### config.mk
export PLATFORM = sky130hd
export DESIGN_NAME = crop_resize_rgb565_to_gray
export DESIGN_NICKNAME = d
export VERILOG_FILES = /design/src/rtl/crg_pkg.sv /design/src/rtl/crg_div.sv /design/src/rtl/crg_fifo.sv /design/src/rtl/crg_front.sv /design/src/rtl/crg_back.sv /design/src/rtl/crop_resize_rgb565_to_gray.sv
export VERILOG_INCLUDE_DIRS = /design/src /design/src/rtl
export SDC_FILE = /design/constraint.sdc
export NUM_CORES = 2
export LEC_CHECK = 0
export BUFFER_PORTS_ARGS = -buffer_cell sky130_fd_sc_hd__buf_2
export CORE_MARGIN = 4
export CORE_UTILIZATION = 65
export CTS_CLUSTER_DIAMETER = 30
export CTS_CLUSTER_SIZE = 20
export DETAILED_ROUTE_END_ITERATION = 8
export PLACE_DENSITY = 0.82
export SETUP_SLACK_MARGIN = 0.02
export SKIP_LAST_GASP = 1
export SYNTH_ARGS = -nofsm -noshare
export SYNTH_HDL_FRONTEND = slang
export SYNTH_HIERARCHICAL = 1
export SYNTH_SLANG_ARGS = --single-unit
### constraint.sdc
create_clock -name clk -period 8.38 [get_ports clk]
set_input_delay 0.838 -clock clk [delete_from_list [all_inputs] [get_ports clk]]
set_output_delay 0.838 -clock clk [all_outputs]
set_load 0.005 [all_outputs]
### src/rtl/crop_resize_rgb565_to_gray_assert.svh
// Assertion macros shared by the block's checks. Each check runs on clk and is
// off while rst is high.
`ifndef CROP_RESIZE_RGB565_TO_GRAY_ASSERT_SVH
`define CROP_RESIZE_RGB565_TO_GRAY_ASSERT_SVH

// Condition must hold at every edge.
`define CRG_ASSERT_ALWAYS(label, cond, msg) \
  label: assert property (@(posedge clk) disable iff (rst) (cond)) else $error(msg);

// Consequence must hold in the same cycle as the trigger.
`define CRG_ASSERT_IMPL(label, trig, cons, msg) \
  label: assert property (@(posedge clk) disable iff (rst) (trig) |-> (cons)) \
    else $error(msg);

// Consequence must hold in the cycle after the trigger.
`define CRG_ASSERT_NEXT(label, trig, cons, msg) \
  label: assert property (@(posedge clk) disable iff (rst) (trig) |=> (cons)) \
    else $error(msg);

`endif

### src/rtl/crg_pkg.sv
package crg_pkg;

  // Frame geometry limits
  localparam int SRC_MAX = 1024;
  localparam int OUT_MAX = 256;
  localparam int POS_W   = $clog2(SRC_MAX);        // source position
  localparam int OPOS_W  = $clog2(OUT_MAX) + 1;    // output position, holds OUT_MAX
  localparam int SW_W    = 11;                     // source size registers
  localparam int TW_W    = 9;                      // target size registers
  localparam int GAIN_W  = 10;

  // Position divider: source_height * out_pos < SRC_MAX * OUT_MAX
  localparam int DIVD_W  = POS_W + OPOS_W - 1;
  localparam int STEP_W  = $clog2(POS_W);

  // Configuration port
  localparam int CFG_IDX_W  = 3;
  localparam int CFG_DATA_W = SW_W;
  localparam logic [CFG_IDX_W-1:0] REG_SOURCE_WIDTH   = 3'd0;
  localparam logic [CFG_IDX_W-1:0] REG_SOURCE_HEIGHT  = 3'd1;
  localparam logic [CFG_IDX_W-1:0] REG_TARGET_WIDTH   = 3'd2;
  localparam logic [CFG_IDX_W-1:0] REG_TARGET_HEIGHT  = 3'd3;
  localparam logic [CFG_IDX_W-1:0] REG_RED_GAIN_PCT   = 3'd4;
  localparam logic [CFG_IDX_W-1:0] REG_GREEN_GAIN_PCT = 3'd5;
  localparam logic [CFG_IDX_W-1:0] REG_BLUE_GAIN_PCT  = 3'd6;

  // Color math: s = p * Q88_MAX / (max * 100), p = v * gain
  localparam logic [15:0] Q88_MAX = 16'hFF00;
  localparam int PCT      = 100;
  localparam int CH5_SAT  = 31 * PCT;               // p at which 5-bit channel clamps
  localparam int CH6_SAT  = 63 * PCT;
  localparam int CH5_GCD  = 20;
  localparam int CH6_GCD  = 60;
  localparam int CH5_NUM  = 65280 / CH5_GCD;
  localparam int CH5_DEN  = CH5_SAT / CH5_GCD;
  localparam int CH6_NUM  = 65280 / CH6_GCD;
  localparam int CH6_DEN  = CH6_SAT / CH6_GCD;
  localparam int P_W      = 16;                     // v * gain
  localparam int PLOW_W   = 13;                     // p below saturation
  localparam int N_W      = 24;                     // p * NUM below saturation
  localparam int RCP_SHIFT = 32;
  localparam int RCP_W    = 26;
  localparam logic [RCP_W-1:0] CH5_RECIP =
    RCP_W'(((64'd1 << RCP_SHIFT) + 64'(CH5_DEN) - 64'd1) / 64'(CH5_DEN));
  localparam logic [RCP_W-1:0] CH6_RECIP =
    RCP_W'(((64'd1 << RCP_SHIFT) + 64'(CH6_DEN) - 64'd1) / 64'(CH6_DEN));

  // Gray weights, Q0.16
  localparam logic [15:0] W_RED   = 16'd19595;
  localparam logic [15:0] W_GREEN = 16'd38470;
  localparam logic [15:0] W_BLUE  = 16'd7471;

  // Queues
  localparam int QUEUE_DEPTH = 8;
  localparam int QPTR_W = $clog2(QUEUE_DEPTH);
  localparam int QCNT_W = QPTR_W + 1;

  typedef struct packed {
    logic [15:0] pixel_word;
    logic        frame_start;
  } pixel_item_t;

  typedef struct packed {
    logic [15:0] gray_level;
    logic [7:0]  out_col;
    logic [7:0]  out_row;
    logic        frame_last;
  } result_item_t;

  typedef struct packed {
    logic [15:0] pixel_word;
    logic [7:0]  out_col;
    logic [7:0]  out_row;
    logic        frame_last;
  } kept_item_t;

  localparam int SLOT_W = $bits(result_item_t);

  typedef struct packed {
    logic [SW_W-1:0]   source_width;
    logic [SW_W-1:0]   source_height;
    logic [TW_W-1:0]   target_width;
    logic [TW_W-1:0]   target_height;
    logic [GAIN_W-1:0] red_gain_pct;
    logic [GAIN_W-1:0] green_gain_pct;
    logic [GAIN_W-1:0] blue_gain_pct;
  } cfg_t;

  localparam cfg_t CFG_RESET = '{
    source_width:   11'd320,
    source_height:  11'd240,
    target_width:   9'd48,
    target_height:  9'd48,
    red_gain_pct:   10'd170,
    green_gain_pct: 10'd150,
    blue_gain_pct:  10'd200
  };

  typedef struct packed {
    logic busy;   // wanted position being recomputed
    logic keep;   // accepted pixel is an output sample
  } front_stat_t;

endpackage

### src/rtl/crg_div.sv
module crg_div (
  input  logic                        clk,
  input  logic                        rst,
  input  logic                        start,
  input  logic [crg_pkg::DIVD_W-1:0]  dividend,
  input  logic [crg_pkg::TW_W-1:0]    divisor,
  output logic                        busy,
  output logic                        over,
  output logic [crg_pkg::POS_W-1:0]   quotient
);
  import crg_pkg::*;

  logic [DIVD_W-1:0] rem;
  logic [TW_W-1:0]   dvsr;
  logic [STEP_W-1:0] step;
  logic [DIVD_W:0]   trial;
  logic              fits;

  // Restoring division, one quotient bit per cycle, MSB first
  assign trial = (DIVD_W + 1)'(dvsr) << step;
  assign fits  = {1'b0, rem} >= trial;

  always_ff @(posedge clk) begin
    if (rst) begin
      busy <= 1'b0;
    end else if (start) begin
      busy <= 1'b1;
    end else if (busy && step == '0) begin
      busy <= 1'b0;
    end
  end

  always_ff @(posedge clk) begin
    if (start) begin
      rem      <= dividend;
      dvsr     <= divisor;
      quotient <= '0;
      step     <= STEP_W'(POS_W - 1);
      // quotient too large for POS_W bits: no source position can match it
      over     <= {1'b0, dividend} >= ((DIVD_W + 1)'(divisor) << POS_W);
    end else if (busy) begin
      if (fits) begin
        rem            <= rem - trial[DIVD_W-1:0];
        quotient[step] <= 1'b1;
      end
      step <= step - 1'b1;
    end
  end

endmodule

### src/rtl/crg_fifo.sv
module crg_fifo (
  input  logic                        clk,
  input  logic                        rst,
  input  logic                        wr_en,
  input  logic [crg_pkg::SLOT_W-1:0]  wr_data,
  output logic                        full,
  input  logic                        rd_en,
  output logic [crg_pkg::SLOT_W-1:0]  rd_data,
  output logic                        empty,
  output logic [crg_pkg::QCNT_W-1:0]  count
);
  import crg_pkg::*;

  logic [SLOT_W-1:0] slots [QUEUE_DEPTH];
  logic [QPTR_W-1:0] wr_ptr;
  logic [QPTR_W-1:0] rd_ptr;
  logic              do_wr;
  logic              do_rd;

  assign full    = count == QCNT_W'(QUEUE_DEPTH);
  assign empty   = count == '0;
  assign do_wr   = wr_en && !full;
  assign do_rd   = rd_en && !empty;
  assign rd_data = slots[rd_ptr];

  always_ff @(posedge clk) begin
    if (rst) begin
      wr_ptr <= '0;
      rd_ptr <= '0;
      count  <= '0;
    end else begin
      if (do_wr) begin
        wr_ptr <= wr_ptr + 1'b1;
      end
      if (do_rd) begin
        rd_ptr <= rd_ptr + 1'b1;
      end
      if (do_wr && !do_rd) begin
        count <= count + 1'b1;
      end else if (do_rd && !do_wr) begin
        count <= count - 1'b1;
      end
    end
  end

  always_ff @(posedge clk) begin
    if (do_wr) begin
      slots[wr_ptr] <= wr_data;
    end
  end

endmodule

### src/rtl/crg_front.sv
module crg_front (
  input  logic                  clk,
  input  logic                  rst,
  input  crg_pkg::cfg_t         cfg,
  input  logic                  recalc,
  input  logic                  accept,
  input  crg_pkg::pixel_item_t  pixel,
  output crg_pkg::front_stat_t  stat,
  output crg_pkg::kept_item_t   kept
);
  import crg_pkg::*;

  logic [POS_W-1:0]  src_col;
  logic [POS_W-1:0]  src_row;
  logic [OPOS_W-1:0] next_out_col;
  logic [OPOS_W-1:0] next_out_row;
  logic              frame_finished;
  logic              wanted_zero;
  logic              launch;

  logic              col_busy;
  logic              row_busy;
  logic              col_over;
  logic              row_over;
  logic [POS_W-1:0]  col_quo;
  logic [POS_W-1:0]  row_quo;
  logic [SW_W+OPOS_W-1:0] col_prod;
  logic [SW_W+OPOS_W-1:0] row_prod;

  logic              fs;
  logic [POS_W-1:0]  cur_col;
  logic [POS_W-1:0]  cur_row;
  logic [OPOS_W-1:0] cur_ocol;
  logic [OPOS_W-1:0] cur_orow;
  logic              cur_fin;
  logic [POS_W-1:0]  wcol;
  logic [POS_W-1:0]  wrow;
  logic              wover;
  logic              sizes_ok;
  logic [SW_W-1:0]   crop;
  logic [SW_W:0]     target_col;
  logic              hit;
  logic [OPOS_W-1:0] col_inc;
  logic [OPOS_W-1:0] row_inc;
  logic              wrap_col;
  logic              wrap_row;
  logic [POS_W:0]    col_step;
  logic              col_wrap;

  // Wanted source positions, recomputed when a kept pixel moves the output position or on a config write
  assign col_prod = (SW_W + OPOS_W)'(cfg.source_height) * (SW_W + OPOS_W)'(next_out_col);
  assign row_prod = (SW_W + OPOS_W)'(cfg.source_height) * (SW_W + OPOS_W)'(next_out_row);

  crg_div u_col_div (
    .clk      (clk),
    .rst      (rst),
    .start    (launch),
    .dividend (col_prod[DIVD_W-1:0]),
    .divisor  (cfg.target_width),
    .busy     (col_busy),
    .over     (col_over),
    .quotient (col_quo)
  );

  crg_div u_row_div (
    .clk      (clk),
    .rst      (rst),
    .start    (launch),
    .dividend (row_prod[DIVD_W-1:0]),
    .divisor  (cfg.target_height),
    .busy     (row_busy),
    .over     (row_over),
    .quotient (row_quo)
  );

  always_comb begin
    fs       = pixel.frame_start;
    cur_col  = fs ? '0 : src_col;
    cur_row  = fs ? '0 : src_row;
    cur_ocol = fs ? '0 : next_out_col;
    cur_orow = fs ? '0 : next_out_row;
    cur_fin  = fs ? 1'b0 : frame_finished;
    wcol     = (fs || wanted_zero) ? '0 : col_quo;
    wrow     = (fs || wanted_zero) ? '0 : row_quo;
    // wanted position beyond any source position after a mid-frame size change
    wover    = !(fs || wanted_zero) && (col_over || row_over);

    sizes_ok = (cfg.source_width != '0) && (cfg.source_height != '0) &&
               (cfg.target_width != '0) && (cfg.target_height != '0) &&
               (cfg.source_width <= SW_W'(SRC_MAX)) &&
               (cfg.target_width <= TW_W'(OUT_MAX)) &&
               (cfg.target_height <= TW_W'(OUT_MAX)) &&
               (cfg.source_height <= cfg.source_width) &&
               (SW_W'(cfg.target_width) <= cfg.source_height) &&
               (SW_W'(cfg.target_height) <= cfg.source_height);

    crop       = (cfg.source_width - cfg.source_height) >> 1;
    target_col = (SW_W + 1)'(crop) + (SW_W + 1)'(wcol);
    hit        = sizes_ok && !cur_fin && !wover && (cur_row == wrow) &&
                 ((SW_W + 1)'(cur_col) == target_col);

    col_inc  = cur_ocol + 1'b1;
    row_inc  = cur_orow + 1'b1;
    wrap_col = col_inc >= cfg.target_width;
    wrap_row = row_inc >= cfg.target_height;

    col_step = (POS_W + 1)'(cur_col) + 1'b1;
    col_wrap = (SW_W'(col_step) >= cfg.source_width) ||
               (col_step >= (POS_W + 1)'(SRC_MAX));
  end

  assign stat.keep       = accept && hit;
  assign stat.busy       = launch || col_busy || row_busy;
  assign kept.pixel_word = pixel.pixel_word;
  assign kept.out_col    = cur_ocol[7:0];
  assign kept.out_row    = cur_orow[7:0];
  assign kept.frame_last = wrap_col && wrap_row;

  always_ff @(posedge clk) begin
    if (rst) begin
      src_col        <= '0;
      src_row        <= '0;
      next_out_col   <= '0;
      next_out_row   <= '0;
      frame_finished <= 1'b0;
      wanted_zero    <= 1'b1;
      launch         <= 1'b0;
    end else begin
      launch <= stat.keep || recalc;
      if (stat.keep || recalc) begin
        wanted_zero <= 1'b0;
      end else if (accept && fs) begin
        wanted_zero <= 1'b1;
      end
      if (accept) begin
        src_col <= col_wrap ? '0 : col_step[POS_W-1:0];
        if (col_wrap && cur_row < POS_W'(SRC_MAX - 1)) begin
          src_row <= cur_row + 1'b1;
        end else begin
          src_row <= cur_row;
        end
        if (hit) begin
          next_out_col   <= wrap_col ? '0 : col_inc;
          next_out_row   <= wrap_col ? (wrap_row ? '0 : row_inc) : cur_orow;
          frame_finished <= wrap_col && wrap_row;
        end else begin
          next_out_col   <= cur_ocol;
          next_out_row   <= cur_orow;
          frame_finished <= cur_fin;
        end
      end
    end
  end

endmodule

### src/rtl/crg_back.sv
module crg_back (
  input  logic                        clk,
  input  logic                        rst,
  input  crg_pkg::cfg_t               cfg,
  input  logic                        src_valid,
  input  crg_pkg::kept_item_t         src,
  output logic                        src_take,
  input  logic [crg_pkg::QCNT_W-1:0]  room_count,
  output logic                        res_valid,
  output crg_pkg::result_item_t       res
);
  import crg_pkg::*;

  typedef struct packed {
    logic [7:0] out_col;
    logic [7:0] out_row;
    logic       frame_last;
  } meta_t;

  logic [3:0]   stage_valid;
  meta_t        meta [4];
  logic [QCNT_W:0] committed;

  logic [P_W-1:0] pr, pg, pb;
  logic           sat_r, sat_g, sat_b;
  logic [N_W-1:0] nr, ng, nb;
  logic [N_W+RCP_W-1:0] mr, mg, mb;
  logic [15:0]    sr, sg, sb;
  logic [31:0]    wr, wg, wb;
  logic [33:0]    sum;
  logic [17:0]    gray_full;

  // Issue only when the result queue has a slot for every sample in flight
  assign committed = (QCNT_W + 1)'(room_count) + (QCNT_W + 1)'($countones(stage_valid));
  assign src_take  = src_valid && (committed < (QCNT_W + 1)'(QUEUE_DEPTH));

  assign mr = (N_W + RCP_W)'(nr) * (N_W + RCP_W)'(CH5_RECIP);
  assign mg = (N_W + RCP_W)'(ng) * (N_W + RCP_W)'(CH6_RECIP);
  assign mb = (N_W + RCP_W)'(nb) * (N_W + RCP_W)'(CH5_RECIP);

  assign sum       = 34'(wr) + 34'(wg) + 34'(wb);
  assign gray_full = sum[33:16];

  assign res_valid      = stage_valid[3];
  assign res.gray_level = (gray_full > 18'(Q88_MAX)) ? Q88_MAX : gray_full[15:0];
  assign res.out_col    = meta[3].out_col;
  assign res.out_row    = meta[3].out_row;
  assign res.frame_last = meta[3].frame_last;

  always_ff @(posedge clk) begin
    if (rst) begin
      stage_valid <= '0;
    end else begin
      stage_valid <= {stage_valid[2:0], src_take};
    end
  end

  always_ff @(posedge clk) begin
    // expand and apply gain
    meta[0] <= '{out_col: src.out_col, out_row: src.out_row, frame_last: src.frame_last};
    pr <= P_W'(src.pixel_word[15:11]) * P_W'(cfg.red_gain_pct);
    pg <= P_W'(src.pixel_word[10:5]) * P_W'(cfg.green_gain_pct);
    pb <= P_W'(src.pixel_word[4:0]) * P_W'(cfg.blue_gain_pct);

    // clamp test and scale numerator
    meta[1] <= meta[0];
    sat_r <= pr >= P_W'(CH5_SAT);
    sat_g <= pg >= P_W'(CH6_SAT);
    sat_b <= pb >= P_W'(CH5_SAT);
    nr <= N_W'(pr[PLOW_W-1:0]) * N_W'(CH5_NUM);
    ng <= N_W'(pg[PLOW_W-1:0]) * N_W'(CH6_NUM);
    nb <= N_W'(pb[PLOW_W-1:0]) * N_W'(CH5_NUM);

    // divide by the channel denominator through its reciprocal
    meta[2] <= meta[1];
    sr <= sat_r ? Q88_MAX : mr[RCP_SHIFT +: 16];
    sg <= sat_g ? Q88_MAX : mg[RCP_SHIFT +: 16];
    sb <= sat_b ? Q88_MAX : mb[RCP_SHIFT +: 16];

    // gray weights
    meta[3] <= meta[2];
    wr <= 32'(sr) * 32'(W_RED);
    wg <= 32'(sg) * 32'(W_GREEN);
    wb <= 32'(sb) * 32'(W_BLUE);
  end

endmodule

### src/rtl/crop_resize_rgb565_to_gray.sv
// Crop, nearest-neighbor downscale and gray conversion of an RGB565 pixel stream.
//
// Input queue: present a pixel on pixel with push; it transfers at an edge with push
// high and full low. Set frame_start on the first pixel of each camera frame.
// Result queue: while empty is low the oldest gray sample sits on result; it
// transfers at an edge with pop high. Results come out in output raster order
// with out_col, out_row and frame_last on the final sample of the image.
// Config port: cfg_write, cfg_index, cfg_data write one size or gain register per
// cycle; write only while no sample is in flight.
// Throughput: one pixel per cycle, except that full rises after every kept pixel
// and every config write while two 10-step restoring dividers rebuild the wanted
// source column and row.
// A kept pixel passes the 8-entry sample queue, the 4-stage color pipeline and
// the result queue on its way to result.
// A stalled receiver fills the 8-entry result queue, then the sample queue,
// and full rises; nothing is dropped. Reset (rst, synchronous) loads the default
// 320x240 -> 48x48 setup and empties both queues.
`include "crop_resize_rgb565_to_gray_assert.svh"

module crop_resize_rgb565_to_gray (
  input  logic                            clk,
  input  logic                            rst,
  input  logic                            push,
  output logic                            full,
  input  crg_pkg::pixel_item_t            pixel,
  output logic                            empty,
  input  logic                            pop,
  output crg_pkg::result_item_t           result,
  input  logic                            cfg_write,
  input  logic [crg_pkg::CFG_IDX_W-1:0]   cfg_index,
  input  logic [crg_pkg::CFG_DATA_W-1:0]  cfg_data
);
  import crg_pkg::*;

  cfg_t                cfg;
  logic                accept;
  front_stat_t         front_stat;
  kept_item_t          front_kept;

  logic [SLOT_W-1:0]   mid_rd_data;
  logic                mid_full;
  logic                mid_empty;
  logic [QCNT_W-1:0]   mid_count;
  logic                mid_take;

  logic                back_valid;
  result_item_t        back_res;
  logic [SLOT_W-1:0]   out_rd_data;
  logic                out_full;
  logic [QCNT_W-1:0]   out_count;

  // Hold input while the wanted position is rebuilt or the sample queue is full
  assign full   = front_stat.busy || mid_full;
  assign accept = push && !full;

  // Configuration registers; a write also triggers a recompute of the wanted position
  always_ff @(posedge clk) begin
    if (rst) begin
      cfg <= CFG_RESET;
    end else if (cfg_write) begin
      case (cfg_index)
        REG_SOURCE_WIDTH:   cfg.source_width   <= cfg_data[SW_W-1:0];
        REG_SOURCE_HEIGHT:  cfg.source_height  <= cfg_data[SW_W-1:0];
        REG_TARGET_WIDTH:   cfg.target_width   <= cfg_data[TW_W-1:0];
        REG_TARGET_HEIGHT:  cfg.target_height  <= cfg_data[TW_W-1:0];
        REG_RED_GAIN_PCT:   cfg.red_gain_pct   <= cfg_data[GAIN_W-1:0];
        REG_GREEN_GAIN_PCT: cfg.green_gain_pct <= cfg_data[GAIN_W-1:0];
        REG_BLUE_GAIN_PCT:  cfg.blue_gain_pct  <= cfg_data[GAIN_W-1:0];
        default: ;
      endcase
    end
  end

  // Front: track stream position and pick the pixels that land on the output grid
  crg_front u_front (
    .clk    (clk),
    .rst    (rst),
    .cfg    (cfg),
    .recalc (cfg_write),
    .accept (accept),
    .pixel  (pixel),
    .stat   (front_stat),
    .kept   (front_kept)
  );

  // Sample queue decouples selection from color math
  crg_fifo u_mid_q (
    .clk     (clk),
    .rst     (rst),
    .wr_en   (front_stat.keep),
    .wr_data (front_kept),
    .full    (mid_full),
    .rd_en   (mid_take),
    .rd_data (mid_rd_data),
    .empty   (mid_empty),
    .count   (mid_count)
  );

  // Back: gain, clamp and gray weighting
  crg_back u_back (
    .clk        (clk),
    .rst        (rst),
    .cfg        (cfg),
    .src_valid  (!mid_empty),
    .src        (kept_item_t'(mid_rd_data)),
    .src_take   (mid_take),
    .room_count (out_count),
    .res_valid  (back_valid),
    .res        (back_res)
  );

  // Result queue absorbs the pipeline when the receiver stalls
  crg_fifo u_out_q (
    .clk     (clk),
    .rst     (rst),
    .wr_en   (back_valid),
    .wr_data (back_res),
    .full    (out_full),
    .rd_en   (pop),
    .rd_data (out_rd_data),
    .empty   (empty),
    .count   (out_count)
  );

  assign result = result_item_t'(out_rd_data);

  // Checks
  `CRG_ASSERT_IMPL(a_mid_room, front_stat.keep, mid_count != QCNT_W'(QUEUE_DEPTH), "mid overflow")
  `CRG_ASSERT_IMPL(a_out_room, back_valid, !out_full, "pipeline result into full result queue")
  `CRG_ASSERT_NEXT(a_keep_stall, front_stat.keep, full, "input not held during rebuild")
  `CRG_ASSERT_ALWAYS(a_gray_range, empty || result.gray_level <= Q88_MAX, "gray above 255.0")

endmodule

==> results_dict.tcl <==
set metrics [dict create \
    timing.critical_path.mode_cell "a21oi_1" \
    clk_pin_slew_ns 0.06 \
    synth_area_um2 87000 \
    worst_hold_path_type "input port to register" \
    clk_latency_ns 0.87 \
    drcViolationCount 0 \
    design_area_um2 96300 \
    fin_tns_setup_ns 0 \
    grt_usage_pct 31.3 \
    status "finished clean" \
    cts_buffers 205 \
    cts_tree "done" \
    cts_setup_buffers 0 \
    synthToLayoutAreaGrowth_pct 10.8 \
    synth_warnings 6 \
    hpwl_mm 156 \
    root_buffer "clkbuf_16" \
    place_area_um2 89000 \
    antenna_left 0 \
    crit_slowest_cell "dfxtp_1" \
    syn_nets 9924 \
    grt_max_degree 78 \
    io_buffers 70 \
    nets 10100 \
    cts_resized 0 \
    io_pins 71 \
    cp_max_fo 20 \
    worstPathRequired_ns 9.11 \
    cts_hold_buf 0 \
    gp_congestion 0.960 \
    die_area_um2 140000 \
    h-tree-depth 4 \
    tightest_slew_ns 1.02 \
    grt_pass1_wl_mm 346 \
    synthCells 7843 \
    detailedRoute.firstPassIterationCount 6 \
    cap_violations 0 \
    min_period_ns 7.50 \
    drive_gt1_share_pct 10.2 \
    post_synth.cell_area_avg_um2 11.1 \
    worst_clock_skew_ns 0.112 \
    core_area_um2 132000 \
    drt_iter0_drc 5162 \
    endpoint_kind "register" \
    wl_mm 216 \
    cts.sinks 1065 \
    antenna_found_initial 6 \
    drt-vias-per-instance 5.94 \
    crit_path_max_incr_delay_ns 0.79 \
    layout_worst_path_cycle_share_pct 89.5 \
    fp.dieW_um 374 \
    setup_viol 0 \
    nFillCells 8591 \
    row_count 133 \
    vias 58900 \
    grt_pass1_vias 63500 \
    grt_setup_unrepaired "no" \
    grt_overflow 0 \
    slew_headroom_pct 32.2 \
    hold_violations 0 \
    maxSlewViolCount 0 \
    worstSetupPathType "register to register" \
    cts_buffer_depth 3 \
    start_kind "register" \
    wire_per_inst_um 21.8 \
    die_height_um 374 \
    final_util_pct 72.9 \
    clock.fmax_mhz 133 \
    initial_core_util_pct 65.8 \
    arrival_ns 8.23 \
]
-- registers in the layout (all words and copies together), names as in the netlist, 18 cells and up, named ones only --
| signal | flops |
|---|---|
| u_back/ng | 18 |
| u_mid_q/slots | 264 |
| cfg | 70 |
| u_front/u_col_div/rem | 18 |
| u_back/meta | 68 |
| u_back/nr | 18 |
| u_out_q/slots | 264 |
| u_back/wb | 29 |
| u_back/nb | 18 |
| u_front/u_row_div/rem | 18 |
| u_back/wg | 31 |
| u_back/wr | 31 |
-- layer usage --
metal / vias up / wire length, µm / track usage [%]
li1: 26600 / - / -
met1: 29000 / 83400 / 38.9
met2: 2566 / 107000 / 53.6
met3: 680 / 14400 / 4.96
met4: 2 / 11400 / 15.1
met5: - / 13 / 0
-- through the flow --
| stage | instances | worst slack [ns] | hold WS (ns) |
|---|---|---|---|
| after floorplan | 7843 | 0.677 | 0.310 |
| after global placement | 9521 | 1.36 | 0.311 |
| after detailed placement | 9521 | 1.24 | 0.312 |
| after CTS | 9912 | 1.13 | 0.212 |
| after global routing | 9913 | 0.628 | 0.253 |
| final | 9913 | 0.877 | 0.261 |
-- cells in the final DEF, fill, tap and decap left out, types with 105 or more instances in the layout --
cell / count
a21o_1: 105
a21oi_1: 264
and2_1: 182
clkbuf_16: 206
dfxtp_1: 475
edfxtp_1: 584
fa_1: 789
ha_1: 1256
inv_1: 1502
mux4_2: 138
nand2_1: 413
nand2b_1: 126
nor2_1: 291
o21ai_0: 155
xnor2_1: 209
xor2_1: 112
-- critical path, delay by kind of cell (launching register included) --
family	cells	cell delay, ns
AO/OA/AOI/OAI	14	2.95
multiplexers	1	0.38
AND/OR/NAND/NOR	4	1.13
buffers and inverters	3	0.63
adder cells (fa/ha/maj)	4	1.43
flip-flops	1	0.79
XOR/XNOR	1	0.15
-- final timing paths --
kind | from | slack (ns) | to | depth (start not counted)
max | cfg[49] | 0.88 | u_mid_q/count[3] | 27
min | pixel[12] | 0.26 | u_mid_q/slots[7][28] | 1
max reg2reg | cfg[49] | 0.88 | u_mid_q/count[3] | 27
min reg2reg | u_back/meta[1][12] | 0.31 | u_back/meta[2][12] | 0
-- cell type report --
| class | instances | area [µm²] | area share [%] |
|---|---|---|---|
| Clock inverter | 152 | 1890 | 1.97 |
| Timing Repair Buffer | 110 | 678 | 0.704 |
| Sequential cell | 1065 | 27200 | 28.2 |
| Inverter | 1507 | 5660 | 5.87 |
| Clock buffer | 239 | 5430 | 5.64 |
| Antenna cell | 1 | 2.50 | 0.00260 |
| Multi-Input combinational cell | 5084 | 53300 | 55.3 |
| Tap cell | 1755 | 2200 | 2.28 |
Power is not shown: default switching activity piles up to over one toggle a cycle in this logic, so the estimate is an artifact.
